File: src/rtl/omrq_pkg.sv
package omrq_pkg;

    localparam int QUEUE_SLOTS = 16;
    localparam int SLOT_BYTES  = 64;

    localparam int SLOT_W   = 4;
    localparam int CNT_W    = 5;
    localparam int LEN_W    = 6;
    localparam int BSIZE_W  = 7;
    localparam int BYTE_W   = 8;
    localparam int MEM_DEPTH = QUEUE_SLOTS * SLOT_BYTES;
    localparam int MEM_AW    = $clog2(MEM_DEPTH);

    localparam int RES_DEPTH = 4;
    localparam int RES_AW    = $clog2(RES_DEPTH);
    localparam int RES_CW    = RES_AW + 1;

    localparam logic OP_PUSH = 1'b0;
    localparam logic OP_DEQ  = 1'b1;

    localparam logic CFG_SLOTS = 1'b0;
    localparam logic CFG_BYTES = 1'b1;

    typedef enum logic [1:0] {
        KIND_STORED = 2'd0,
        KIND_BYTE   = 2'd1,
        KIND_EMPTY  = 2'd2,
        KIND_BUSY   = 2'd3
    } kind_t;

    typedef enum logic [1:0] {
        RES_NONE   = 2'd0,
        RES_SINGLE = 2'd1,
        RES_STREAM = 2'd2
    } res_op_t;

    typedef struct packed {
        logic              wr_en;
        logic [MEM_AW-1:0] wr_addr;
        logic [BYTE_W-1:0] wr_data;
        res_op_t           op;
        kind_t             kind;
        logic [SLOT_W-1:0] slot;
        logic [LEN_W-1:0]  len;
        logic [CNT_W-1:0]  entries;
    } cmd_t;

    typedef struct packed {
        kind_t             kind;
        logic [SLOT_W-1:0] slot;
        logic [BYTE_W-1:0] data;
        logic              data_valid;
        logic              last;
        logic [CNT_W-1:0]  entries;
    } res_t;

    function automatic logic [MEM_AW-1:0] store_addr(input logic [SLOT_W-1:0] slot,
                                                     input logic [LEN_W-1:0] idx);
        logic [MEM_AW-1:0] base;
        base = MEM_AW'(MEM_AW'(slot) * MEM_AW'(SLOT_BYTES));
        return MEM_AW'(base + MEM_AW'(idx));
    endfunction

endpackage

File: src/rtl/omrq_cmd_queue.sv
module omrq_cmd_queue (
    input  logic           clk,
    input  logic           rst_n,
    input  logic           in_valid,
    input  omrq_pkg::cmd_t in_cmd,
    output logic           in_ready,
    output logic           out_valid,
    output omrq_pkg::cmd_t out_cmd,
    input  logic           out_take
);

    omrq_pkg::cmd_t q_reg [2];
    logic           wp_reg, wp_next;
    logic           rp_reg, rp_next;
    logic [1:0]     cnt_reg, cnt_next;
    logic           do_push;
    logic           do_pop;

    assign in_ready  = (cnt_reg != 2'd2);
    assign out_valid = (cnt_reg != 2'd0);
    assign out_cmd   = q_reg[rp_reg];
    assign do_push   = in_valid && in_ready;
    assign do_pop    = out_take && out_valid;

    always_comb
    begin
        wp_next  = do_push ? !wp_reg : wp_reg;
        rp_next  = do_pop ? !rp_reg : rp_reg;
        cnt_next = cnt_reg + {1'b0, do_push} - {1'b0, do_pop};
    end

    always_ff @(posedge clk or negedge rst_n)
    begin
        if (!rst_n)
        begin
            wp_reg  <= 1'b0;
            rp_reg  <= 1'b0;
            cnt_reg <= 2'd0;
        end
        else
        begin
            wp_reg  <= wp_next;
            rp_reg  <= rp_next;
            cnt_reg <= cnt_next;
        end
    end

    always_ff @(posedge clk)
    begin
        if (do_push)
        begin
            q_reg[wp_reg] <= in_cmd;
        end
    end

endmodule

File: config.mk
export PLATFORM = sky130hd
export DESIGN_NAME = omrq_cmd_queue
export DESIGN_NICKNAME = d
export VERILOG_FILES = /design/src/rtl/omrq_pkg.sv /design/src/rtl/omrq_cmd_queue.sv
export SDC_FILE = /design/constraint.sdc
export NUM_CORES = 1
export LEC_CHECK = 0
export BUFFER_PORTS_ARGS = -buffer_cell sky130_fd_sc_hd__buf_2
export CAP_MARGIN = 20
export CORE_ASPECT_RATIO = 1.1
export CORE_MARGIN = 1
export CORE_UTILIZATION = 35
export CTS_BUF_LIST = sky130_fd_sc_hd__clkbuf_8 sky130_fd_sc_hd__clkbuf_16
export CTS_CLUSTER_DIAMETER = 60
export DETAILED_ROUTE_END_ITERATION = 10
export PLACE_DENSITY = 0.61
export SYNTH_ARGS = -nofsm -noshare
export SYNTH_HDL_FRONTEND = slang
export SYNTH_SLANG_ARGS = --single-unit
File: constraint.sdc
create_clock -name clk -period 5.2 [get_ports clk]
set_input_delay 0.52 -clock clk [delete_from_list [all_inputs] [get_ports clk]]
set_output_delay 0.52 -clock clk [all_outputs]
set_load 0.1 [all_outputs]
# == Word level (Yosys, flattened, before mapping) ==
# Memory sizes are Yosys's and may differ from the RTL's.
# Index checks and enable logic that the tools add are counted.
# totals
input_bits,42
ff_bits,4
mem_count,1
mem_bits_rw,76
output_inout_bits,40
elab_cells,14
# memory_table
memory,words,word_bits,read_ports,rd_clocked_by_memory_dff,wr,line_no,text
q_reg,2,38,1,0,1,omrq_cmd_queue.sv:12,omrq_pkg::cmd_t q_reg [2];
# classes
n_reduce_logical,5
muxes,2
eq_ne,1
add_sub_neg,2
# ops
operator,n
2-bit by 1-bit adder with 2-bit output,1
1-bit logical AND,2
1-bit zero test,2
1-bit two-way mux,2
"2-bit != test, second input constant",1
2-bit nonzero test,1
2-bit by 1-bit subtractor with 2-bit output,1

# == Longest topological paths before layout ==
# Gate-level depths: netlist of run 1.
# logic_depth
word_depth,4
depth_mapped,5
ltp_nobuf,5

# == Worst setup path after synthesis of run 1 ==
# OpenSTA, ideal clock, no wires.
# synth_path
path_type,reg2reg
from,register cnt_reg[0]
to,"memory q_reg[0][0] in the netlist's numbering, enable pin"
setup_time_ns,0.433
required_time_ns,4.767
arrival_ns,3.073
period_less_slack_ns,3.507
slack_ns,1.693
path_stages_with_launch,4
path_buffers,0
path_cell_list,dfrtp_1 -> nand2b_1 -> nand2_1 -> nor2_1
# synth_via
elab_chain_len,4
# synth_lines
item,line_no,text
start: declaration,omrq_cmd_queue.sv:15,"logic [1:0] cnt_reg, cnt_next;"
start signal: assignment,omrq_cmd_queue.sv:44,cnt_reg <= cnt_next;
2-bit != test,omrq_cmd_queue.sv:19,assign in_ready = (cnt_reg != 2'd2);
via in_ready,omrq_cmd_queue.sv:6,"output logic in_ready,"
1-bit logical AND,omrq_cmd_queue.sv:22,assign do_push = in_valid && in_ready;
1-bit two-way mux,omrq_cmd_queue.sv:50,if (do_push)
1-bit two-way mux (implied by the code),omrq_cmd_queue.sv:52,q_reg[wp_reg] <= in_cmd;
end: declaration,omrq_cmd_queue.sv:12,
# The timed path passes the listed nets, and every way through them passes these cells.

==> qor.csv, run 1 <==
metric,value,unit
Filler Cell Count,741,
DR WL/cell,14.66,microns
setup bufs post-CTS,0,
cell family with most CP delay,flip-flops,
Area contributors post-synth,"edfxtp_1 (77%), mux2_2 (14%), dfrtp_1 (3.4%)",
Antenna Cells,0,
WP buf/inv,1,
maxcap violations,0,
Synth Warn #,0,
mean cell area of the mapped netlist,21.19,sq um
"slowest stage delay, CP",0.97,ns
Routed WL,5028,microns
"Cell Area, Synth",0.002967,sq mm
worst hold path class,input port to flip-flop,
leading area contributor after synthesis,edfxtp_1,
Final #Nets,273,
core area,0.008083,sq mm
Post-Syn Nets,183,
worst slew pin tran,0.9340,ns
Unique masters post-synth,18,
setup_tns,0,ns
Yosys reg bits,80,
CP Capture Type,output port,
Post-DRT Antenna Nets,0,
max FFs per register,76,
Setup CP Type,flip-flop to output port,
top-level port count,82,
CP required,4.68,ns
worst skew pair latency,0.35,ns
share of Yosys cell area claimed by the top area cell type,76.93,%
RSZ-0062 raised after global routing,no,
Via density,4.548,
Area Growth Syn to Fin,26.57,%
total global-route track usage,12.11,%
Clock Tree Root,clkbuf_8,
critical path arrival,2.08,ns
DRT iter0 DRCs,34,
status,"complete, no violations",
placed cell area,0.003501,sq mm
share of layout cells above drive strength 1,60.85,%
area occupied by multi-input gates,569.3,sq um
Port Buf Inserts,81,
Post-DP HPWL,3075,microns
CTS Hold Bufs,1,
initial core utilization,36.70,%
Sequential Area,0.002384,sq mm
CTS tree,done,
clk slew on worst S/H paths,0.09,ns
post-CTS sizing,0,
CP Max Fanout,39,
grt total ovfl,0,
antenna violations before repair,0,
"most common cell after layout, fill and taps aside",buf_2,
Final Max Slew Viols,0,
routed vias,1560,
Die Ht,98.56,microns
post-layout min period,2.599,ns
Fmax achieved,384.7,MHz
global-route wire length before repair,7941,microns
skew final,0.008783,ns
largest net degree at the start of global routing,40,
synthesized instance count,140,
drt pass-1 iters,4,
CTS Buf Count,9,
CTS H-tree lvls,3,
vias in the first global route,1636,
final hold vios,0,
endpoints failing setup,0,
die footprint,0.008849,sq mm
fin crit share,49.98,%
x dimension of the die,89.78,microns
CTS sink cnt,80,
most frequent cells in the layout,"buf_2 (81), edfxtp_1 (76), mux2_2 (38)",
critical-path cell list,"mux2_2, buf_2",
crit start category,flip-flop,
post-synthesis sequential area ratio,80.30,%
slew margin rel.,37.73,%
drt drc,0,
clk buf depth,2,
Final GP Congestion,0.6871,
Post-Layout Inst Area,0.003755,sq mm
CP max-delay cell,dfrtp_2,
row count,34,
cell usage after synthesis (all sizes together):
| cell type | n |
|---|---|
| mux2 | 38 |
| or2 | 1 |
| ha | 1 |
| o21ba | 1 |
| nor2 | 3 |
| and2b | 1 |
| buf | 4 |
| xnor2 | 3 |
| nand2b | 1 |
| a311oi | 1 |
| and3 | 1 |
| o21ai | 1 |
| edfxtp | 76 |
| nand2 | 2 |
| and4bb | 1 |
| dfrtp | 4 |
| nand3 | 1 |
layout make-up:
class	count	share of cell area (%)
Tap cell	108	3.599
Sequential cell	80	63.48
Clock buffer	9	3.299
Timing Repair Buffer	83	11.26
Clock inverter	7	3.199
Multi-Input combinational cell	56	15.16
metal layers:
metal	global-route usage [%]	vias to the layer above	wire [microns]
met5	0	-	0
met4	8.323	0	148
met3	2.546	12	246
met2	20.41	48	2551
met1	13.92	771	2081
li1	-	729	-
kinds of logic after synthesis:
| kind of cell | synth area share [%] |
|---|---|
| muxes | 14.42 |
| AOI/OAI and AO/OA | 1.012 |
| xor gates and xnor gates | 0.8859 |
| adders and majority gates | 0.4217 |
| and+or+nand+nor | 2.193 |
| DFF | 80.30 |
| buffers and inverters | 0.7591 |
through the flow:
step                      cells  worst slack, ns  hold slack [ns]  util (%)
after floorplan             140            1.693           0.2244         -
after global routing        343            2.457           0.3344     46.46
final                       343            2.601           0.3536     46.46
after global placement      326            2.936           0.3358     43.31
after detailed placement    326            2.913           0.3327     43.31
after CTS                   343            2.525           0.3337     46.46
path summary, 6_finish.rpt:
path / from / end / slack, ns / cells past startpoint
max: rp_reg$_DFFE_PN0P_ / out_cmd[32] / 2.60 / 2
min: in_cmd[27] / q_reg[0][27]$_DFFE_PP_ / 0.35 / 1
max reg2reg: cnt_reg[0]$_DFF_PN0_ / q_reg[0][9]$_DFFE_PP_ / 3.29 / 4
min reg2reg: wp_reg$_DFFE_PN0P_ / wp_reg$_DFFE_PN0P_ / 0.55 / 1
max in group asynchronous: rst_n / rp_reg$_DFFE_PN0P_ / 4.56 / 2
min in group asynchronous: rst_n / cnt_reg[0]$_DFF_PN0_ / 0.50 / 2
Power of run 1 is left out: the tool's default activity adds up to more than one toggle a clock period on the data nets, which glitch-free logic cannot reach.
==> inputs of run 2 (changes only) <==
clock period = 2.65 ns   (was 5.2 ns; I/O delays follow)
==> qor.csv, run 2 (synthesis results as in run 1) <==
metric,value,unit,change
status,"complete, no violations",,
drt drc,0,,unchanged
r2r endpoint,q_reg[1][29]$_DFFE_PP_,,
Sequential Area,0.002384,sq mm,unchanged
FF-to-FF path depth,3,,-1
setup_tns,0,ns,unchanged
FF-to-FF setup slack,0.98,ns,-2.31 ns
CTS tree,done,,
maxcap violations,0,,unchanged
fin crit share,82.87,%,
row count,34,,unchanged
WP buf/inv,2,,+1
worst hold path class,input port to flip-flop,,
CTS Buf Count,9,,unchanged
Die Ht,98.56,microns,unchanged
met1 wire length,2178,microns,+4.7%
most frequent cells in the layout,"buf_2 (81), edfxtp_1 (76), mux2_2 (38)",,
core area,0.008083,sq mm,unchanged
Final GP Congestion,0.6497,,-5.4%
antenna violations before repair,0,,unchanged
Final Max Slew Viols,0,,unchanged
post-layout min period,2.196,ns,
worst skew pair latency,0.34,ns,about the same
grt total ovfl,0,,unchanged
post-CTS sizing,0,,unchanged
Via density,4.501,,-1.0%
Met3 Routed Length,295,microns,+20%
Post-DP HPWL,3188,microns,+3.7%
critical path arrival,1.93,ns,-0.15 ns
routed vias,1553,,-0.45%
cell family with most CP delay,flip-flops,,
vias in the first global route,1495,,-8.6%
crit start category,flip-flop,,
top-level port count,82,,unchanged
met2 routed WL,2375,microns,-6.9%
x dimension of the die,89.78,microns,unchanged
CP Depth,3,,+1
area occupied by multi-input gates,569.3,sq um,unchanged
"slowest stage delay, CP",0.70,ns,-0.27 ns
CTS sink cnt,80,,unchanged
CP Capture Point,out_cmd[12],,
Routed WL,4916,microns,-2.2%
setup bufs post-CTS,0,,unchanged
"most common cell after layout, fill and taps aside",buf_2,,
CTS H-tree lvls,3,,unchanged
slew margin rel.,65.01,%,+27 points
Final #Nets,275,,+0.73%
max layer used,met4,,
CP max-delay cell,dfrtp_2,,
global-route wire length before repair,7431,microns,-6.4%
reg2reg start,cnt_reg[0]$_DFF_PN0_,,
clk slew on worst S/H paths,0.08,ns,about the same
DRT iter0 DRCs,49,,+44%
Clock Tree Root,clkbuf_8,,
skew final,0.004393,ns,-0.004391 ns
Filler Cell Count,739,,-0.27%
DR WL/cell,14.25,microns,-2.8%
final hold vios,0,,unchanged
Fmax achieved,455.3,MHz,
share of layout cells above drive strength 1,60.76,%,-0.092 points
Port Buf Inserts,81,,unchanged
drt pass-1 iters,3,,-1
worst slew pin tran,0.5248,ns,-0.4092 ns
CP Max Fanout,20,,-49%
critical-path cell list,"buf_12, mux2_2, buf_2",,
RSZ-0062 raised after global routing,no,,
Antenna Cells,0,,unchanged
endpoints failing setup,0,,unchanged
clk buf depth,2,,unchanged
Setup CP Type,flip-flop to output port,,
Crit. Startpoint,rp_reg$_DFFE_PN0P_,,
CP required,2.38,ns,-2.30 ns
die footprint,0.008849,sq mm,unchanged
initial core utilization,36.70,%,unchanged
Post-DRT Antenna Nets,0,,unchanged
largest net degree at the start of global routing,39,,-2.5%
CP Capture Type,output port,,
Area Growth Syn to Fin,27.88,%,
max FFs per register,76,,unchanged
total global-route track usage,11.30,%,-0.81 points
run 2: how the worst min path moves through the flow:
stage | start | endpoint | slack, ns | cells past startpoint
global route | in_cmd[28] | q_reg[1][28]$_DFFE_PP_ | 0.08 | 1
detailed placement | rst_n | wp_reg$_DFFE_PN0P_ | 0.08 | 1
finish | in_cmd[2] | q_reg[1][2]$_DFFE_PP_ | 0.11 | 1
floorplan | rst_n | cnt_reg[0]$_DFF_PN0_ | -0.03 | 0
global placement | rst_n | wp_reg$_DFFE_PN0P_ | 0.08 | 1
CTS | in_cmd[6] | q_reg[1][6]$_DFFE_PP_ | 0.09 | 1
run 2: layout make-up:
type | count | area share [%]
Sequential cell | 80 | 62.83
Multi-Input combinational cell | 56 | 15.01
Tap cell | 108 | 3.562
Timing Repair Buffer | 85 | 12.20
Clock buffer | 9 | 3.265
Clock inverter | 7 | 3.133
run 2: per-stage QoR:
| step | instances | cell area, sq um | hold WS [ns] | util, % | setup WS (ns) |
|---|---|---|---|---|---|
| 3_3_place_gp | 328 | 3541 | 0.08002 | 43.81 | 0.7795 |
| 4_1_cts | 345 | 3794 | 0.08614 | 46.94 | 0.3793 |
| 5_1_grt | 345 | 3794 | 0.07999 | 46.94 | 0.3392 |
| 2_1_floorplan | 140 | 2974 | -0.03059 | - | 0.1266 |
| 3_5_place_dp | 328 | 3541 | 0.08128 | 43.81 | 0.7673 |
| 6_report | 345 | 3794 | 0.1114 | 46.94 | 0.4538 |
run 2: metal layers:
metal	up-vias	global-route usage [%]
met1	753	14.18
met4	0	4.540
met2	55	17.63
li1	738	-
met5	-	0
met3	7	4.398
run 2: timing repair:
item                                   4_1_cts  5_1_grt
endpoints found under the hold margin        4        0
hold buffers                                 1        0
setup endpoints to repair                    0        0
run 2: worst register-to-register path, stage by stage, from the launching register on:
cell and delay (ns):
dfrtp_1 0.44, nand2b_1 0.17, and3_2 0.52, buf_12 0.24
Power of run 2 is left out for the same reason.
==> inputs of run 3 (changes only) <==
PLACE_DENSITY = 0.63   (was 0.61)
clock period = 2 ns   (was 2.65 ns; I/O delays follow)
==> qor.csv, run 3 (synthesis results as in run 1) <==
metric,value,unit,change
RSZ-0062 raised after global routing,no,,
reg2reg start,cnt_reg[0]$_DFF_PN0_,,
antenna violations before repair,0,,unchanged
final hold vios,0,,unchanged
status,"complete, no violations",,
share of layout cells above drive strength 1,61.67,%,+0.91 points
crit start category,flip-flop,,
routed vias,1604,,+3.3%
Port Buf Inserts,81,,unchanged
clk slew on worst S/H paths,0.08,ns,about the same
post-layout min period,1.833,ns,
CP Max Fanout,25,,+25%
Antenna Cells,0,,unchanged
Cells after DPL,331,,+0.91%
hold worst-path end,q_reg[1][35]$_DFFE_PP_,,
WHS Path Cells,1,,unchanged
Via density,4.609,,+2.4%
FF-to-FF path depth,4,,+1
post-CTS sizing,0,,unchanged
fin util,53.75,%,+6.8 points
Final GP Congestion,0.6831,,+5.1%
Post-DP HPWL,3549,microns,+11%
Die Ht,98.56,microns,unchanged
"slowest stage delay, CP",0.42,ns,-0.28 ns
row count,34,,unchanged
Finished Layout Cells,348,,+0.87%
worst slew pin tran,0.4921,ns,-0.03270 ns
r2r endpoint,q_reg[0][15]$_DFFE_PP_,,
critical-path cell list,"buf_4, mux2_2, buf_12",,
CTS sink cnt,80,,unchanged
Clock Tree Root,clkbuf_8,,
max FFs per register,76,,unchanged
grt total ovfl,0,,unchanged
Final #Nets,278,,+1.1%
Setup CP Type,flip-flop to output port,,
skew final,0.008221,ns,+0.003828 ns
endpoints failing setup,0,,unchanged
CP Capture Type,output port,,
fin crit share,91.63,%,
DR WL/cell,14.88,microns,+4.4%
CP required,1.80,ns,-0.58 ns
CTS tree,done,,
die footprint,0.008849,sq mm,unchanged
"most common cell after layout, fill and taps aside",edfxtp_1,,
CTS Buf Count,9,,unchanged
clk buf depth,2,,unchanged
x dimension of the die,89.78,microns,unchanged
slew margin rel.,67.42,%,+2.4 points
Final Max Slew Viols,0,,unchanged
Post-DRT Antenna Nets,0,,unchanged
drt pass-1 iters,4,,+1
worst hold path class,input port to flip-flop,,
Filler Cell Count,654,,-12%
total global-route track usage,12.31,%,+1.0 points
Fmax achieved,545.7,MHz,
CP max-delay cell,mux2_2,,
FF-to-FF setup slack,0.45,ns,-0.53 ns
Routed WL,5178,microns,+5.3%
Area Growth Syn to Fin,46.44,%,
worst skew pair latency,0.34,ns,about the same
critical path arrival,1.63,ns,-0.30 ns
CTS H-tree lvls,3,,unchanged
initial core utilization,36.70,%,unchanged
hold_sp,in_cmd[35],,
drt drc,0,,unchanged
largest net degree at the start of global routing,29,,-26%
DRT iter0 DRCs,35,,-29%
core area,0.008083,sq mm,unchanged
top-level port count,82,,unchanged
setup_tns,0,ns,unchanged
most frequent cells in the layout,"edfxtp_1 (76), buf_2 (43), mux2_2 (38), buf_12 (38), clkbuf_8 (9)",,
maxcap violations,0,,unchanged
global-route wire length before repair,8093,microns,+8.9%
vias in the first global route,1687,,+13%
-- run 3: cell count changes in the layout (fill, tap and decap cells not counted) --
cell       before  now
nand2b_4        0    1
bufinv_16       3    2
buf_2          81   43
clkinv_2        0    1
nand2b_1        1    0
inv_6           1    2
clkinv_4        1    0
buf_12          2   38
buf_4           1    6
-- run 3: timing repair --
action | in CTS | in global routing
endpoints found under the hold margin | 4 | 0
setup buffers | 0 | 0
hold buffers | 1 | 0
-- run 3: routing by layer --
metal	vias to the layer above	part of all wire [%]	GRT usage, %	wire (microns)
li1	740	-	-	-
met1	789	42	13.30	2176
met2	67	50	21.54	2583
met3	8	6.9	5.015	356
met4	0	1.2	4.918	61
met5	-	0	0	0
-- run 3: worst max-delay path by stage --
stage | cells after the start | to | slack [ns] | start
3_5_place_dp | 4 | q_reg[0][24]$_DFFE_PP_ | 0.44 | cnt_reg[0]$_DFF_PN0_
6_report | 3 | out_cmd[19] | 0.17 | rp_reg$_DFFE_PN0P_
2_1_floorplan | 3 | q_reg[0][0]$_DFFE_PP_ | 0.06 | cnt_reg[0]$_DFF_PN0_
3_3_place_gp | 4 | q_reg[0][25]$_DFFE_PP_ | 0.48 | cnt_reg[0]$_DFF_PN0_
5_1_grt | 3 | out_cmd[19] | 0.10 | rp_reg$_DFFE_PN0P_
4_1_cts | 3 | out_cmd[19] | 0.13 | rp_reg$_DFFE_PN0P_
-- run 3: final cells by class --
cell class / count / area, sq um / share of cell area (%)
clock buffers: 9 / 123.9 / 2.851
clock inverters: 7 / 93.84 / 2.160
multi-input cells: 56 / 576.8 / 13.28
flip-flops and latches: 80 / 2384 / 54.87
well taps: 108 / 135.1 / 3.111
repair buffers: 88 / 1031 / 23.73
-- run 3: worst max-delay path: cells and delay by family (launching register included) --
kind,cells,cell delay (ns)
buf+inv,2,0.50
flops,1,0.36
mux,1,0.42
-- run 3: per-stage QoR --
stage | hold WS, ns | area, sq um | worst slack (ns)
after CTS | 0.02284 | 4344 | 0.1339
after floorplan | -0.09559 | 2982 | 0.05705
final | 0.04245 | 4344 | 0.1675
after detailed placement | 0.01930 | 4116 | 0.4376
after global placement | 0.01592 | 4116 | 0.4754
after global routing | 0.01741 | 4344 | 0.1011
Power of run 3 is left out for the same reason.
