<file path="config.mk">
export PLATFORM = sky130hd
export DESIGN_NAME = omrq_front
export DESIGN_NICKNAME = d
export VERILOG_FILES = /design/src/rtl/omrq_pkg.sv /design/src/rtl/omrq_front.sv
export SDC_FILE = /design/constraint.sdc
export NUM_CORES = 1
export LEC_CHECK = 0
export BUFFER_PORTS_ARGS = -buffer_cell sky130_fd_sc_hd__buf_2
export CAP_MARGIN = 10
export CORE_ASPECT_RATIO = 0.9
export CORE_MARGIN = 1.5
export CORE_UTILIZATION = 55
export CTS_BUF_LIST = sky130_fd_sc_hd__clkbuf_4 sky130_fd_sc_hd__clkbuf_8
export DETAILED_ROUTE_END_ITERATION = 10
export PLACE_DENSITY = 0.76
export SYNTH_ARGS = -nofsm -noshare
export SYNTH_HDL_FRONTEND = slang
export SYNTH_SLANG_ARGS = --single-unit
</file>
<file path="constraint.sdc">
create_clock -name clk -period 7.85 [get_ports clk]
set_clock_uncertainty 0.1 [all_clocks]
set_input_delay 0.785 -clock clk [delete_from_list [all_inputs] [get_ports clk]]
set_output_delay 0.785 -clock clk [all_outputs]
set_load 0.02 [all_outputs]
</file>
<file path="src/rtl/omrq_pkg.sv">
package omrq_pkg;

    localparam int QUEUE_SLOTS = 16;
    localparam int SLOT_BYTES  = 64;

    localparam int SLOT_W   = 4;
    localparam int CNT_W    = 5;
    localparam int LEN_W    = 6;
    localparam int BSIZE_W  = 7;
    localparam int BYTE_W   = 8;
    localparam int MEM_DEPTH = QUEUE_SLOTS * SLOT_BYTES;
    localparam int MEM_AW    = $clog2(MEM_DEPTH);

    localparam int RES_DEPTH = 4;
    localparam int RES_AW    = $clog2(RES_DEPTH);
    localparam int RES_CW    = RES_AW + 1;

    localparam logic OP_PUSH = 1'b0;
    localparam logic OP_DEQ  = 1'b1;

    localparam logic CFG_SLOTS = 1'b0;
    localparam logic CFG_BYTES = 1'b1;

    typedef enum logic [1:0] {
        KIND_STORED = 2'd0,
        KIND_BYTE   = 2'd1,
        KIND_EMPTY  = 2'd2,
        KIND_BUSY   = 2'd3
    } kind_t;

    typedef enum logic [1:0] {
        RES_NONE   = 2'd0,
        RES_SINGLE = 2'd1,
        RES_STREAM = 2'd2
    } res_op_t;

    typedef struct packed {
        logic              wr_en;
        logic [MEM_AW-1:0] wr_addr;
        logic [BYTE_W-1:0] wr_data;
        res_op_t           op;
        kind_t             kind;
        logic [SLOT_W-1:0] slot;
        logic [LEN_W-1:0]  len;
        logic [CNT_W-1:0]  entries;
    } cmd_t;

    typedef struct packed {
        kind_t             kind;
        logic [SLOT_W-1:0] slot;
        logic [BYTE_W-1:0] data;
        logic              data_valid;
        logic              last;
        logic [CNT_W-1:0]  entries;
    } res_t;

    function automatic logic [MEM_AW-1:0] store_addr(input logic [SLOT_W-1:0] slot,
                                                     input logic [LEN_W-1:0] idx);
        logic [MEM_AW-1:0] base;
        base = MEM_AW'(MEM_AW'(slot) * MEM_AW'(SLOT_BYTES));
        return MEM_AW'(base + MEM_AW'(idx));
    endfunction

endpackage

</file>
<file path="src/rtl/omrq_front.sv">
module omrq_front (
    input  logic                           clk,
    input  logic                           rst_n,
    input  logic                           push,
    output logic                           full,
    input  logic                           operation,
    input  logic [omrq_pkg::BYTE_W-1:0]    data_byte,
    input  logic                           byte_valid,
    input  logic                           last_byte,
    input  logic                           cfg_write,
    input  logic                           cfg_index,
    input  logic [omrq_pkg::BSIZE_W-1:0]   cfg_data,
    output logic                           cmd_valid,
    output omrq_pkg::cmd_t                 cmd,
    input  logic                           cmd_ready
);

    logic [omrq_pkg::CNT_W-1:0]   slots_reg, slots_next;
    logic [omrq_pkg::BSIZE_W-1:0] bsize_reg, bsize_next;
    logic [omrq_pkg::SLOT_W-1:0]  ws_reg, ws_next;
    logic [omrq_pkg::SLOT_W-1:0]  rs_reg, rs_next;
    logic                         wrap_reg, wrap_next;
    logic [omrq_pkg::LEN_W-1:0]   open_len_reg, open_len_next;
    logic                         open_reg, open_next;
    logic [omrq_pkg::LEN_W-1:0]   lengths_reg [omrq_pkg::QUEUE_SLOTS];

    logic                         len_we;
    logic [omrq_pkg::LEN_W-1:0]   len_wdata;
    logic [omrq_pkg::CNT_W-1:0]   ring_n;
    logic [omrq_pkg::BSIZE_W-1:0] cap;
    logic                         accept;
    logic [omrq_pkg::SLOT_W-1:0]  head;
    logic [omrq_pkg::LEN_W-1:0]   head_len;

    function automatic logic [omrq_pkg::SLOT_W-1:0] ring_inc(
        input logic [omrq_pkg::SLOT_W-1:0] p,
        input logic [omrq_pkg::CNT_W-1:0]  n
    );
        logic [omrq_pkg::CNT_W-1:0] t;
        t = omrq_pkg::CNT_W'({1'b0, p}) + 1'b1;
        return (t == n) ? '0 : t[omrq_pkg::SLOT_W-1:0];
    endfunction

    function automatic logic [omrq_pkg::CNT_W-1:0] ring_count(
        input logic [omrq_pkg::SLOT_W-1:0] w,
        input logic [omrq_pkg::SLOT_W-1:0] r,
        input logic                        wrap,
        input logic [omrq_pkg::CNT_W-1:0]  n
    );
        logic [omrq_pkg::CNT_W-1:0] d;
        if (w >= r)
        begin
            d = omrq_pkg::CNT_W'({1'b0, w}) - omrq_pkg::CNT_W'({1'b0, r});
        end
        else
        begin
            d = omrq_pkg::CNT_W'({1'b0, w}) + n - omrq_pkg::CNT_W'({1'b0, r});
        end
        if (wrap)
        begin
            d = d + 1'b1;
        end
        return d;
    endfunction

    assign ring_n = (slots_reg == '0) ? omrq_pkg::CNT_W'(1) :
                    (slots_reg > omrq_pkg::CNT_W'(omrq_pkg::QUEUE_SLOTS)) ?
                    omrq_pkg::CNT_W'(omrq_pkg::QUEUE_SLOTS) : slots_reg;
    assign cap = ((bsize_reg == '0) ? omrq_pkg::BSIZE_W'(1) :
                  (bsize_reg > omrq_pkg::BSIZE_W'(omrq_pkg::SLOT_BYTES)) ?
                  omrq_pkg::BSIZE_W'(omrq_pkg::SLOT_BYTES) : bsize_reg) - 1'b1;

    assign full   = !cmd_ready;
    assign accept = push && cmd_ready;
    assign head   = !wrap_reg ? rs_reg :
                    (rs_reg == '0) ? omrq_pkg::SLOT_W'(ring_n - 1'b1) : rs_reg - 1'b1;
    assign head_len = lengths_reg[head];

    always_comb
    begin
        slots_next    = slots_reg;
        bsize_next    = bsize_reg;
        ws_next       = ws_reg;
        rs_next       = rs_reg;
        wrap_next     = wrap_reg;
        open_len_next = open_len_reg;
        open_next     = open_reg;
        len_we        = 1'b0;
        len_wdata     = open_len_reg;
        cmd_valid     = 1'b0;
        cmd           = '0;
        cmd.op        = omrq_pkg::RES_NONE;
        cmd.kind      = omrq_pkg::KIND_STORED;
        cmd.wr_addr   = omrq_pkg::store_addr(ws_reg, open_len_reg);
        cmd.wr_data   = data_byte;
        priority if (cfg_write)
        begin
            unique case (cfg_index)
                omrq_pkg::CFG_SLOTS: slots_next = cfg_data[omrq_pkg::CNT_W-1:0];
                omrq_pkg::CFG_BYTES: bsize_next = cfg_data;
                default:             slots_next = slots_reg;
            endcase
            ws_next       = '0;
            rs_next       = '0;
            wrap_next     = 1'b0;
            open_len_next = '0;
            open_next     = 1'b0;
        end
        else if (accept && operation == omrq_pkg::OP_PUSH)
        begin
            open_next = 1'b1;
            if (byte_valid && omrq_pkg::BSIZE_W'(open_len_reg) < cap)
            begin
                cmd_valid = 1'b1;
                cmd.wr_en = 1'b1;
                len_wdata = open_len_reg + 1'b1;
            end
            open_len_next = len_wdata;
            if (last_byte)
            begin
                len_we        = 1'b1;
                open_len_next = '0;
                open_next     = 1'b0;
                ws_next       = ring_inc(ws_reg, ring_n);
                if (ws_next == rs_reg)
                begin
                    rs_next   = ring_inc(rs_reg, ring_n);
                    wrap_next = 1'b1;
                end
                cmd_valid   = 1'b1;
                cmd.op      = omrq_pkg::RES_SINGLE;
                cmd.kind    = omrq_pkg::KIND_STORED;
                cmd.slot    = ws_reg;
                cmd.entries = ring_count(ws_next, rs_next, wrap_next, ring_n);
            end
        end
        else if (accept)
        begin
            cmd_valid = 1'b1;
            cmd.op    = omrq_pkg::RES_SINGLE;
            priority if (open_reg)
            begin
                cmd.kind    = omrq_pkg::KIND_BUSY;
                cmd.entries = ring_count(ws_reg, rs_reg, wrap_reg, ring_n);
            end
            else if (rs_reg == ws_reg && !wrap_reg)
            begin
                cmd.kind = omrq_pkg::KIND_EMPTY;
            end
            else
            begin
                if (rs_reg == ws_reg)
                begin
                    wrap_next = 1'b0;
                end
                else
                begin
                    rs_next = ring_inc(rs_reg, ring_n);
                end
                cmd.kind    = omrq_pkg::KIND_BYTE;
                cmd.slot    = head;
                cmd.len     = head_len;
                cmd.entries = ring_count(ws_reg, rs_next, wrap_next, ring_n);
                if (head_len != '0)
                begin
                    cmd.op = omrq_pkg::RES_STREAM;
                end
            end
        end
        else
        begin
            cmd_valid = 1'b0;
        end
    end

    always_ff @(posedge clk or negedge rst_n)
    begin
        if (!rst_n)
        begin
            slots_reg    <= omrq_pkg::CNT_W'(omrq_pkg::QUEUE_SLOTS);
            bsize_reg    <= omrq_pkg::BSIZE_W'(omrq_pkg::SLOT_BYTES);
            ws_reg       <= '0;
            rs_reg       <= '0;
            wrap_reg     <= 1'b0;
            open_len_reg <= '0;
            open_reg     <= 1'b0;
        end
        else
        begin
            slots_reg    <= slots_next;
            bsize_reg    <= bsize_next;
            ws_reg       <= ws_next;
            rs_reg       <= rs_next;
            wrap_reg     <= wrap_next;
            open_len_reg <= open_len_next;
            open_reg     <= open_next;
        end
    end

    always_ff @(posedge clk)
    begin
        if (len_we)
        begin
            lengths_reg[ws_reg] <= len_wdata;
        end
    end

endmodule

</file>
==> Word level (Yosys, flattened, before mapping) <==
Memories as Yosys holds them, arrays and structs flattened.
Index checks and enable logic that the tools add are counted.
W data, S select, Z words.
{ "classes": {"n_bitwise": 2, "eq_ne": 7, "add_sub_neg": 18, "magnitude_cmp": 6, "n_mux": 97, "n_reduce_logical": 17} }
{ "op_table": {"columns": ["cell", "n"], "rows": [
  ["$mux W5", 23],
  ["$mux W4", 23],
  ["$mux W6", 7],
  ["$mux W19", 2],
  ["$mux W1", 31],
  ["$mux W7", 3],
  ["$add A5 B1 Y5 const B", 3],
  ["$mux W15", 1],
  ["$sub A4 B4 Y5", 3],
  ["$sub A5 B4 Y5", 3],
  ["$ge A4 B4 Y1", 3],
  ["$add A10 B6 Y10", 1],
  ["$add A4 B1 Y5 const B", 2],
  ["$add A4 B5 Y5", 2],
  ["$eq A5 B5 Y1", 2],
  ["$mux W10", 1],
  ["$mux W2", 5],
  ["$eq A4 B4 Y1", 2],
  ["$mux W8", 1],
  ["$sub A4 B1 Y4 const B", 2],
  ["$gt A7 B7 Y1 const B", 1],
  ["$logic_not A7 Y1", 1],
  ["$lt A6 B7 Y1", 1],
  ["$sub A7 B1 Y7 const B", 1],
  ["other kinds (14)", 23]
]} }
{ "word_totals": {"reg_bits": 28, "elab_cells": 155, "mem_bits_rw": 96, "out_inout_bits": 40, "n_memories": 1} }
{ "memory_table": {"columns": ["name", "depth", "width", "rd", "rd_ports_with_merged_regs", "wr", "line", "source"], "rows": [
  ["lengths_reg", 16, 6, 1, 0, 1, "omrq_front.sv:25", "logic [omrq_pkg::LEN_W-1:0] lengths_reg [omrq_pkg::QUEUE_SLOTS];"]
]} }

==> Logic depth before layout (Yosys ltp) <==
Gate-level depths: netlist of run 1.
{ "depth": {"depth_word": 25, "mapped_depth": 25, "mapped_depth_nobuf": 24} }

==> Worst setup path before layout of run 1 <==
No wires, ideal clock.
{ "synth_path": {"path_type": "reg2out", "start": "register ws_reg[1] (netlist bit)", "end": "output port cmd[1] (netlist bit)", "arrival_time_ps": 5054, "path_slack_ps": 1911, "n_path_buf": 2, "t_required_ps": 6965, "stages_incl_launch_ff": 20, "cell_sequence": "dfrtp_1 -> inv_1 -> ha_1 -> clkbuf_1 -> xnor2_1 -> nand4_2 -> or2_1 -> buf_6 -> o31a_1 -> or2_4 -> o21ai_2 -> inv_1 -> ha_1 -> nand2_1 -> a21oi_1 -> a211oi_4 -> mux2_2 -> ha_1 -> nor2_1 -> o32ai_1"} }
{ "synth_lines": {"columns": ["element", "line", "source"], "rows": [
  ["start, declared", "omrq_front.sv:20", "logic [omrq_pkg::SLOT_W-1:0] ws_reg, ws_next;"],
  ["start signal, assigned", "omrq_front.sv:192", "ws_reg <= ws_next;"],
  ["end, declared", "omrq_front.sv:14", "output omrq_pkg::cmd_t cmd,"]
]} }

==> impl_metrics.tcl, run 1 <==
set metrics [dict create \
    max_stage_delay_ns 0.72 \
    synth_common_cells "nand2_1, edfxtp_1, nor2_1" \
    setup_viol 0 \
    antenna_found_initial 0 \
    worstPathArrival_ns 5.95 \
    drt-initial-drc-count 658 \
    dp_hpwl_um 14650 \
    regArea_um2 3586 \
    grt_first_pass_wirelength_um 32540 \
    place.gp.congestion 0.9405 \
    clock_latency_ns 0.44 \
    finalSetupTns_ns 0 \
    num_rows 42 \
    ys_seq_elements 124 \
    grt_max_degree 49 \
    synth_ff_type "edfxtp_1" \
    yosys.area_share.simple_pct 16.06 \
    synth_edf_count 96 \
    cts_max_level 4 \
    synth_top_area_share_pct 34.64 \
    critPathLaunchType "flop" \
    syn_to_final_growth_pct 9.337 \
    syn_nets 913 \
    overflow 0 \
    synth_cell_types 75 \
    critPathRequiredTime_ns 6.96 \
    postCtsHoldBufs 0 \
    maxCapViolations 0 \
    power_density_nw_per_um2 324.6 \
    fp.dieH_um 119.7 \
    max_freq_ghz 0.1464 \
    firstDrtPassIters 6 \
    cts-root-buf "clkbuf_8" \
    io_buffer_count 47 \
    maxSlewHeadroom_pct 35.89 \
    final_hold_viol_count 0 \
    syn_inst 835 \
    crit_path_top_delay_cell "dfrtp_1" \
    p_leak_nw 3.825 \
    synth_seq_area_share_pct 43.09 \
    netlist_area_um2 8322 \
    post_dp_cell_area_um2 8637 \
    cts_buffers 17 \
    cts_tree "built" \
    clockBufferDepth 2 \
    synth_top_family_by_area "compound AO/OA/AOI/OAI gates" \
    path_buf_inv 3 \
    drive_gt1_share_pct 15.09 \
    final_cells 1073 \
    synth_compound_area_share_pct 16.30 \
    diodes 0 \
    grt_usage_pct 26.91 \
    fin_util_pct 61.62 \
    fin_nets 940 \
    cp-end-kind "primary output" \
    synth_xor_xnor_area_share_pct 5.022 \
    synth_most_common_cell "nand2_1" \
    wl_per_cell_um 19.08 \
    crit_path_frequent_cell "ha_1" \
    design_area_um2 9099 \
    cts_sinks 124 \
    layout_setup_ws_ns 1.020 \
    grt_pass1_vias 6076 \
    run_status "finished clean" \
    muxShareOfSynthArea_pct 5.307 \
    period_share_pct 87.01 \
    clk_pin_slew_ns 0.07 \
    path_cells "inv_1 -> ha_1 -> xnor2_1 -> nand4_2 -> or2_1 -> o31a_1 -> or2_4 -> o21ai_2 -> inv_1 -> ha_1 -> nand2_1 -> a21oi_1 -> a211oi_4 -> mux2_2 -> ha_1 -> nor2_1 -> o32ai_1 -> buf_2" \
    fillers 1243 \
    rsz0062_at_grt "no" \
    power.total_mw 2.953 \
    post-cts-setup-buffers 0 \
    yosys.area_share.adder_pct 8.841 \
    setup.worst_path.class "flop to primary output" \
    crit_family "compound AO/OA/AOI/OAI gates" \
    async_flop_share_pct 22.58 \
    synth_area_leaders "edfxtp_1, dfrtp_1, ha_1" \
    min_path_type "input port to asynchronous set/reset pin" \
    routed_wl_um 20470 \
    ir_worst_vdd_v 0.0001332 \
    synth_top_area_cell "edfxtp_1" \
    die-area_um2 15880 \
    ios 64 \
    route.detailed.drc 0 \
    multiInputGateArea_um2 4314 \
    synth_warnings 0 \
    fin_crit_ns 6.830 \
    critPathMaxFanout 12 \
    ctsResizeCount 0 \
    drv_slew 0 \
    vias 6510 \
    largest_register_ffs 96 \
    core_um2 14770 \
    dp.cells 1041 \
    worstMarginPinSlew_ns 0.9543 \
    whs_ns 0.2703 \
    dp_worst_setup_slack_ns 1.533 \
    die_w_um 132.7 \
    final_antenna_net_count 0 \
    viasPerCell 6.067 \
    initial_utilization_pct 56.35 \
    syn-mean-instance-area_um2 9.966 \
]
## routing by layer
layer / up-vias / GRT usage [%] / wire, µm
met5: - / 0 / 0
met4: 0 / 9.821 / 480
met3: 40 / 6.253 / 2210
met2: 346 / 38.12 / 8662
met1: 3056 / 40.25 / 9114
li1: 3068 / - / -
## path summary, 6_finish.rpt
| path | endpoint | slack, ns | cells past startpoint | startpoint |
|---|---|---|---|---|
| max reg2reg | lengths_reg[1][2] | 3.93 | 13 | bsize_reg[3] |
| min reg2reg | slots_reg[0] | 0.44 | 1 | slots_reg[0] |
| max | cmd[1] | 1.02 | 18 | ws_reg[1] |
| min | bsize_reg[5] | 0.27 | 1 | rst_n |
| min in group clk | slots_reg[0] | 0.44 | 1 | slots_reg[0] |
| max in group asynchronous | rs_reg[3] | 6.94 | 1 | rst_n |
## area by class of cell
type / instances / area share, %
clock buffers: 21 / 2.970
inverters: 47 / 1.966
repair buffers: 57 / 3.410
flip-flops and latches: 124 / 39.41
multi-input cells: 615 / 47.41
clock inverters: 11 / 2.104
well taps: 198 / 2.723
## power breakdown
group | switching, mW | internal, mW | total [mW]
Sequential | 0.0487 | 0.718 | 0.767
Combinational | 0.939 | 0.606 | 1.55
Clock | 0.244 | 0.396 | 0.641
## placed cells by master (no fill, tap or decap), drive strengths merged, types with 8 or more instances in the layout
cell type / synthesis / layout
xnor2: 31 / 31
buf: 23 / 57
nor3: 17 / 17
a31oi: 29 / 29
dfrtp: 26 / 26
a211oi: 30 / 30
nor2b: 16 / 16
o21ai: 44 / 44
edfxtp: 96 / 96
mux2: 17 / 17
ha: 46 / 46
nand2: 99 / 99
inv: 47 / 48
xor2: 14 / 14
fa: 8 / 8
nand3: 16 / 16
nor2: 53 / 53
a21o: 13 / 13
a21oi: 41 / 41
and2: 29 / 29
mux2i: 25 / 25
clkbuf: 26 / 21
## logic make-up (layout without fill, tap and decap cells)
logic type | count (synthesis) | after routing
buffers and inverters | 96 | 136
flip-flops | 124 | 124
AND/OR/NAND/NOR | 272 | 272
multiplexers | 42 | 42
AO/OA/AOI/OAI | 201 | 201
XOR/XNOR | 46 | 46
adder cells (fa/ha/maj) | 54 | 54
## worst register-to-register path, stage by stage, from the launching register on
cell and delay [ns]:
dfrtp_1 0.45, nor3_1 0.20, a21oi_1 0.11, or2_2 0.28, ha_1 0.28, ha_1 0.27, a21o_1 0.16, a21o_1 0.17
a21o_1 0.18, a211oi_2 0.53, nand2_1 0.35, nor2_1 0.20, xor2_1 0.23, buf_4 0.25
(Power assumes the default switching activity.)
==> inputs of run 2 (changes only) <==
--- a/config.mk
+++ b/config.mk
@@ -5,6 +5,7 @@
 export SDC_FILE = /design/constraint.sdc
 export NUM_CORES = 1
 export LEC_CHECK = 0
+export ABC_AREA = 1
 export BUFFER_PORTS_ARGS = -buffer_cell sky130_fd_sc_hd__buf_2
 export CAP_MARGIN = 10
 export CORE_ASPECT_RATIO = 0.9
==> run 2 against run 1 <==
Compared with the run above: core utilization rose by 0.77 points; synthesized cell count up 8.5%; die area down 4.5%; sequential share of layout area up 1.5 points; total power increased by 0.65%; wire length shrank 1.2%; flip-flop and latch count unchanged; combinational power rose by 3%; maximum frequency increased by 6.7%; final cell count grew 7.7%; synthesized area fell by 4.6%; hold slack improved by 0.0049 ns; highest routed layer unchanged.
==> impl_metrics.tcl, run 2 <==
set metrics [dict create \
    firstDrtPassIters 5 \
    p_sw_mw 1.344 \
    rsz0062_at_grt "no" \
    ir_worst_vdd_v 0.0001459 \
    clock_latency_ns 0.43 \
    drt-initial-drc-count 723 \
    cts_max_level 4 \
    syn_nets 984 \
    fp.dieH_um 117.0 \
    ctsResizeCount 0 \
    r2r_end "lengths_reg[7][5]" \
    post_dp_cell_area_um2 8310 \
    p_int_mw 1.628 \
    worstMarginPinSlew_ns 1.239 \
    crit_family "simple AND/OR/NAND/NOR gates" \
    critPathMaxFanout 9 \
    synth_ff_type "edfxtp_1" \
    drv_slew 0 \
    viasPerCell 5.814 \
    dp_worst_setup_slack_ns 2.090 \
    io_buffer_count 47 \
    setup_viol 0 \
    synth_edf_count 96 \
    wl_per_cell_um 17.49 \
    path_buf_inv 5 \
    dr_wl_met3_um 1941 \
    fin_crit_ns 6.399 \
    min_path_type "input port to asynchronous set/reset pin" \
    critPathLaunchType "flop" \
    cts_sinks 124 \
    syn_to_final_growth_pct 10.47 \
    diodes 0 \
    max_stage_delay_ns 0.57 \
    post-cts-setup-buffers 0 \
    dp_hpwl_um 14270 \
    p_comb_share_pct 53.5 \
    ys_seq_elements 124 \
    vias 6721 \
    syn-mean-instance-area_um2 8.761 \
    maxCapViolations 0 \
    pwr-share-seq_pct 25.4 \
    initial_utilization_pct 56.47 \
    fin_nets 1028 \
    grt_pass1_vias 6130 \
    design_area_um2 8768 \
    synth_top_area_cell "edfxtp_1" \
    final_cells 1156 \
    final_hold_viol_count 0 \
    worst-r2r-setup-slack_ns 3.36 \
    worstRegToRegCells 16 \
    layout_commonest_cell "nand2_1" \
    dp.cells 1122 \
    clk_pin_slew_ns 0.08 \
    place.gp.congestion 0.9931 \
    layout_common_cells "nand2_1, nor2_1, inv_1, edfxtp_1, o21ai_0" \
    num_rows 41 \
    cts_buffers 17 \
    max_freq_ghz 0.1563 \
    synth_common_cells "nand2_1, nor2_1, inv_1" \
    crit_path_frequent_cell "nand2_1" \
    synth_area_leaders "edfxtp_1, dfrtp_1, ha_1" \
    critPathRequiredTime_ns 6.96 \
    synth_cell_types 49 \
    wl_met2_um 8760 \
    layout_setup_ws_ns 1.451 \
    overflow 0 \
    worstReg2RegStart "bsize_reg[6]" \
    route.detailed.drc 0 \
    routed_wl_um 20220 \
    cts_tree "built" \
    final_antenna_net_count 0 \
    syn_inst 906 \
    swShare_pct 45.21 \
    fillers 1186 \
    grt_max_degree 51 \
    crit_path_top_delay_cell "o21ai_0" \
    period_share_pct 81.51 \
    grt_first_pass_wirelength_um 32150 \
    die_w_um 129.6 \
    cts-root-buf "clkbuf_8" \
    power_density_nw_per_um2 339.0 \
    run_status "finished clean" \
    synth_seq_area_share_pct 45.18 \
    core_um2 14060 \
    synth_most_common_cell "nand2_1" \
    wl_met1_um 9129 \
    clockBufferDepth 2 \
    maxSlewHeadroom_pct 17.40 \
    grt_usage_pct 27.99 \
    antenna_found_initial 0 \
    p_leak_nw 3.823 \
    clockPowerShare_pct 21.1 \
    finalSetupTns_ns 0 \
    largest_register_ffs 96 \
    die-area_um2 15160 \
    cp-end-kind "primary output" \
    synth_top_area_share_pct 36.32 \
    netlist_area_um2 7938 \
    synth_warnings 0 \
    worstPathArrival_ns 5.51 \
    setup.worst_path.class "flop to primary output" \
    ios 64 \
    drive_gt1_share_pct 13.50 \
    highest_layer "met4" \
    async_flop_share_pct 22.58 \
    postCtsHoldBufs 0 \
]
-- run 2: area by class of cell --
| type | instances | area (µm²) | share of cell area, % |
|---|---|---|---|
| multi-input combinational | 644 | 3790 | 43.22 |
| sequential | 124 | 3586 | 40.90 |
| inverter | 107 | 405.4 | 4.623 |
| timing repair buffer | 56 | 306.5 | 3.496 |
| clock buffer | 19 | 249.0 | 2.840 |
| tap | 193 | 241.5 | 2.754 |
| clock inverter | 13 | 190.2 | 2.169 |
-- run 2: cell families after synthesis --
| family | count (synthesis) | share of synthesized area, % |
|---|---|---|
| AOI/OAI and AO/OA | 193 | 14.17 |
| xor gates and xnor gates | 34 | 3.752 |
| adders and majority gates | 54 | 9.269 |
| buffers and inverters | 138 | 7.077 |
| DFF | 124 | 45.18 |
| muxes | 2 | 0.2680 |
| and+or+nand+nor | 361 | 20.29 |
-- run 2: metrics by stage --
step                      util, %  hold slack [ns]  total power [mW]
after floorplan                 -           0.3530             1.959
after global placement      59.12           0.3696             2.305
after detailed placement    59.12           0.3856             2.320
after CTS                   62.25           0.2868             2.946
after global routing        62.38           0.3094             3.211
final                       62.38           0.2752             2.972
-- run 2: power groups by stage --
stage	Sequential, mW	Clock (mW)	Combinational [mW]
3_5_place_dp	0.769	0	1.55
3_3_place_gp	0.769	0	1.54
6_report	0.755	0.628	1.59
4_1_cts	0.754	0.631	1.56
5_1_grt	0.759	0.658	1.80
2_1_floorplan	0.754	0	1.21
-- run 2: worst max path at each step --
| stage | start | to | cells after the start |
|---|---|---|---|
| 6_report | slots_reg[1] | cmd[4] | 31 |
| 5_1_grt | ws_reg[1] | cmd[1] | 24 |
| 4_1_cts | ws_reg[1] | cmd[4] | 27 |
| 3_5_place_dp | ws_reg[1] | cmd[4] | 27 |
| 3_3_place_gp | slots_reg[1] | cmd[4] | 31 |
| 2_1_floorplan | ws_reg[1] | cmd[1] | 23 |
-- run 2: layer usage --
metal  track usage [%]  vias up
li1                  -     3205
met2             41.87      334
met5                 0        -
met4             9.037        0
met1             40.01     3140
met3             7.227       42
==> inputs of run 3 (changes only) <==
==> constraint.sdc (replaced) <==
create_clock -name clk -period 6.24 [get_ports clk]
set_clock_uncertainty 0.1 [all_clocks]
set_input_delay 0.624 -clock clk [delete_from_list [all_inputs] [get_ports clk]]
set_output_delay 0.624 -clock clk [all_outputs]
set_load 0.02 [all_outputs]
==> run 3 against run 2 <==
Compared with the run above: setup slack got worse by 1.0 ns; clock power increased by 14%; largest cell class unchanged; final area decreased by 0.36%; core utilization decreased by 0.22 points; wire length increased by 0.69%.
==> impl_metrics.tcl, run 3 (synthesized netlist as in run 2, its figures left out) <==
set metrics [dict create \
    critical_path.startpoint "slots_reg[4]" \
    cp.depth 28 \
    power_density_nw_per_um2 421.0 \
    die_w_um 129.6 \
    drive_gt1_share_pct 13.26 \
    critPathRequiredTime_ns 5.52 \
    cts_tree "built" \
    endpoint "cmd[1]" \
    cts_sinks 124 \
    diodes 0 \
    p_sw_mw 1.679 \
    vias 6621 \
    core_um2 14060 \
    finalSetupTns_ns 0 \
    dp_hpwl_um 14460 \
    run_status "finished clean" \
    worstPathArrival_ns 5.10 \
    grt_usage_pct 28.39 \
    worstRegToRegCells 15 \
    grt_max_degree 50 \
    max_stage_delay_ns 0.64 \
    max_freq_ghz 0.1718 \
    dp.cells 1125 \
    clockBufferDepth 2 \
    clk_pin_slew_ns 0.08 \
    routed_wl_um 20360 \
    swShare_pct 45.63 \
    overflow 0 \
    layout_common_cells "nand2_1, nor2_1, inv_1, edfxtp_1, o21ai_0" \
    cp-end-kind "primary output" \
    cts_buffers 17 \
    p_int_mw 2.000 \
    power.total_mw 3.678 \
    path_buf_inv 7 \
    cts_max_level 4 \
    fp.dieH_um 117.0 \
    pwr-share-seq_pct 25.7 \
    crit_path_top_delay_cell "dfstp_2" \
    dp_worst_setup_slack_ns 0.7172 \
    worstReg2RegStart "bsize_reg[6]" \
    initial_utilization_pct 56.47 \
    viasPerCell 5.718 \
    place.gp.congestion 0.9301 \
    critPathLaunchType "flop" \
    design_area_um2 8737 \
    largest_register_ffs 96 \
    maxSlewHeadroom_pct 11.64 \
    grt_pass1_vias 6147 \
    rsz0062_at_grt "no" \
    setup_viol 0 \
    drt-initial-drc-count 599 \
    maxCapViolations 0 \
    final_hold_viol_count 0 \
    crit_path_frequent_cell "nand2_1" \
    firstDrtPassIters 9 \
    min_path_type "input port to asynchronous set/reset pin" \
    ir_worst_vdd_v 0.0001698 \
    layout_commonest_cell "nand2_1" \
    worstMarginPinSlew_ns 1.317 \
    p_leak_nw 3.797 \
    clockPowerShare_pct 19.4 \
    crit_family "adder cells" \
    route.detailed.drc 0 \
    clock_latency_ns 0.45 \
    period_share_pct 93.26 \
    syn_to_final_growth_pct 10.07 \
    fin_crit_ns 5.820 \
    worst-r2r-setup-slack_ns 1.99 \
    io_buffer_count 47 \
    p_comb_share_pct 54.9 \
    drv_slew 0 \
    antenna_found_initial 0 \
    final_cells 1158 \
    grt_first_pass_wirelength_um 32240 \
    wl_per_cell_um 17.58 \
    fin_nets 1031 \
    setup.worst_path.class "flop to primary output" \
    post_dp_cell_area_um2 8333 \
    die-area_um2 15160 \
    cts-root-buf "clkbuf_8" \
    critPathMaxFanout 9 \
    r2r_end "lengths_reg[3][1]" \
    ios 64 \
    final_antenna_net_count 0 \
    layout_setup_ws_ns 0.4204 \
    num_rows 41 \
]
run 3: cell count changes in the layout (fill, tap and decap cells not counted), moves of 2 or more:
cell        delta
inv_6          -3
buf_4          +4
clkinv_1       +5
clkbuf_4       -2
clkinvlp_4     +2
run 3: layout make-up:
cell class	count	area, µm²
Fill cell	1233	5319
Multi-Input combinational cell	644	3790
Sequential cell	124	3587
Inverter	107	405.4
Timing Repair Buffer	59	325.3
Tap cell	193	241.5
Clock buffer	17	234.0
Clock inverter	14	153.9
run 3: how the worst min path moves through the flow:
stage          depth (start not counted)  slack, ns               to
2_1_floorplan                          0       0.23     bsize_reg[0]
3_3_place_gp                           2       0.37     bsize_reg[0]
3_5_place_dp                           2       0.40     slots_reg[0]
4_1_cts                                1       0.12  open_len_reg[0]
5_1_grt                                1       0.13  open_len_reg[0]
6_report                               1        0.1  open_len_reg[0]
run 3: power groups by stage:
stage               Combinational, mW  Clock (mW)  Sequential [mW]
floorplan                        1.52           0            0.949
global placement                 1.95           0            0.960
detailed placement               1.98           0            0.961
CTS                              2.00       0.716            0.943
global route                     2.29       0.753            0.947
finish                           2.02       0.713            0.945
run 3: through the flow:
stage / hold WS (ns) / util [%]
final: 0.09616 / 62.16
after detailed placement: 0.4029 / 59.28
after floorplan: 0.2284 / -
after global placement: 0.3714 / 59.28
after CTS: 0.1209 / 62.04
after global routing: 0.1337 / 62.16
run 3: timing repair:
item / in CTS / in global routing
setup buffers: 0 / 0
gates resized for setup: 0 / 2
setup endpoints to repair: 0 / 4
hold buffers: 0 / 0
run 3: metal layers:
metal | GRT usage (%) | vias to the layer above | wire length (µm)
li1 | - | 3206 | -
met1 | 40.00 | 3091 | 9133
met2 | 42.47 | 285 | 8931
met3 | 7.500 | 39 | 1893
met4 | 10.37 | 0 | 404
met5 | 0 | - | 0
run 3: worst reg2reg max path, cell delays in order (launching register included):
cell and delay, ns:
dfstp_2 0.58, nand2_1 0.13, nand2_1 0.10, ha_1 0.16, a21boi_0 0.44, nand2_1 0.13
xnor2_1 0.15, ha_1 0.29, nand2_1 0.07, inv_1 0.03, o21ai_0 0.12, o21ai_0 0.10
nand3b_1 0.31, inv_1 0.18, nand2_1 0.08, o22ai_1 0.89
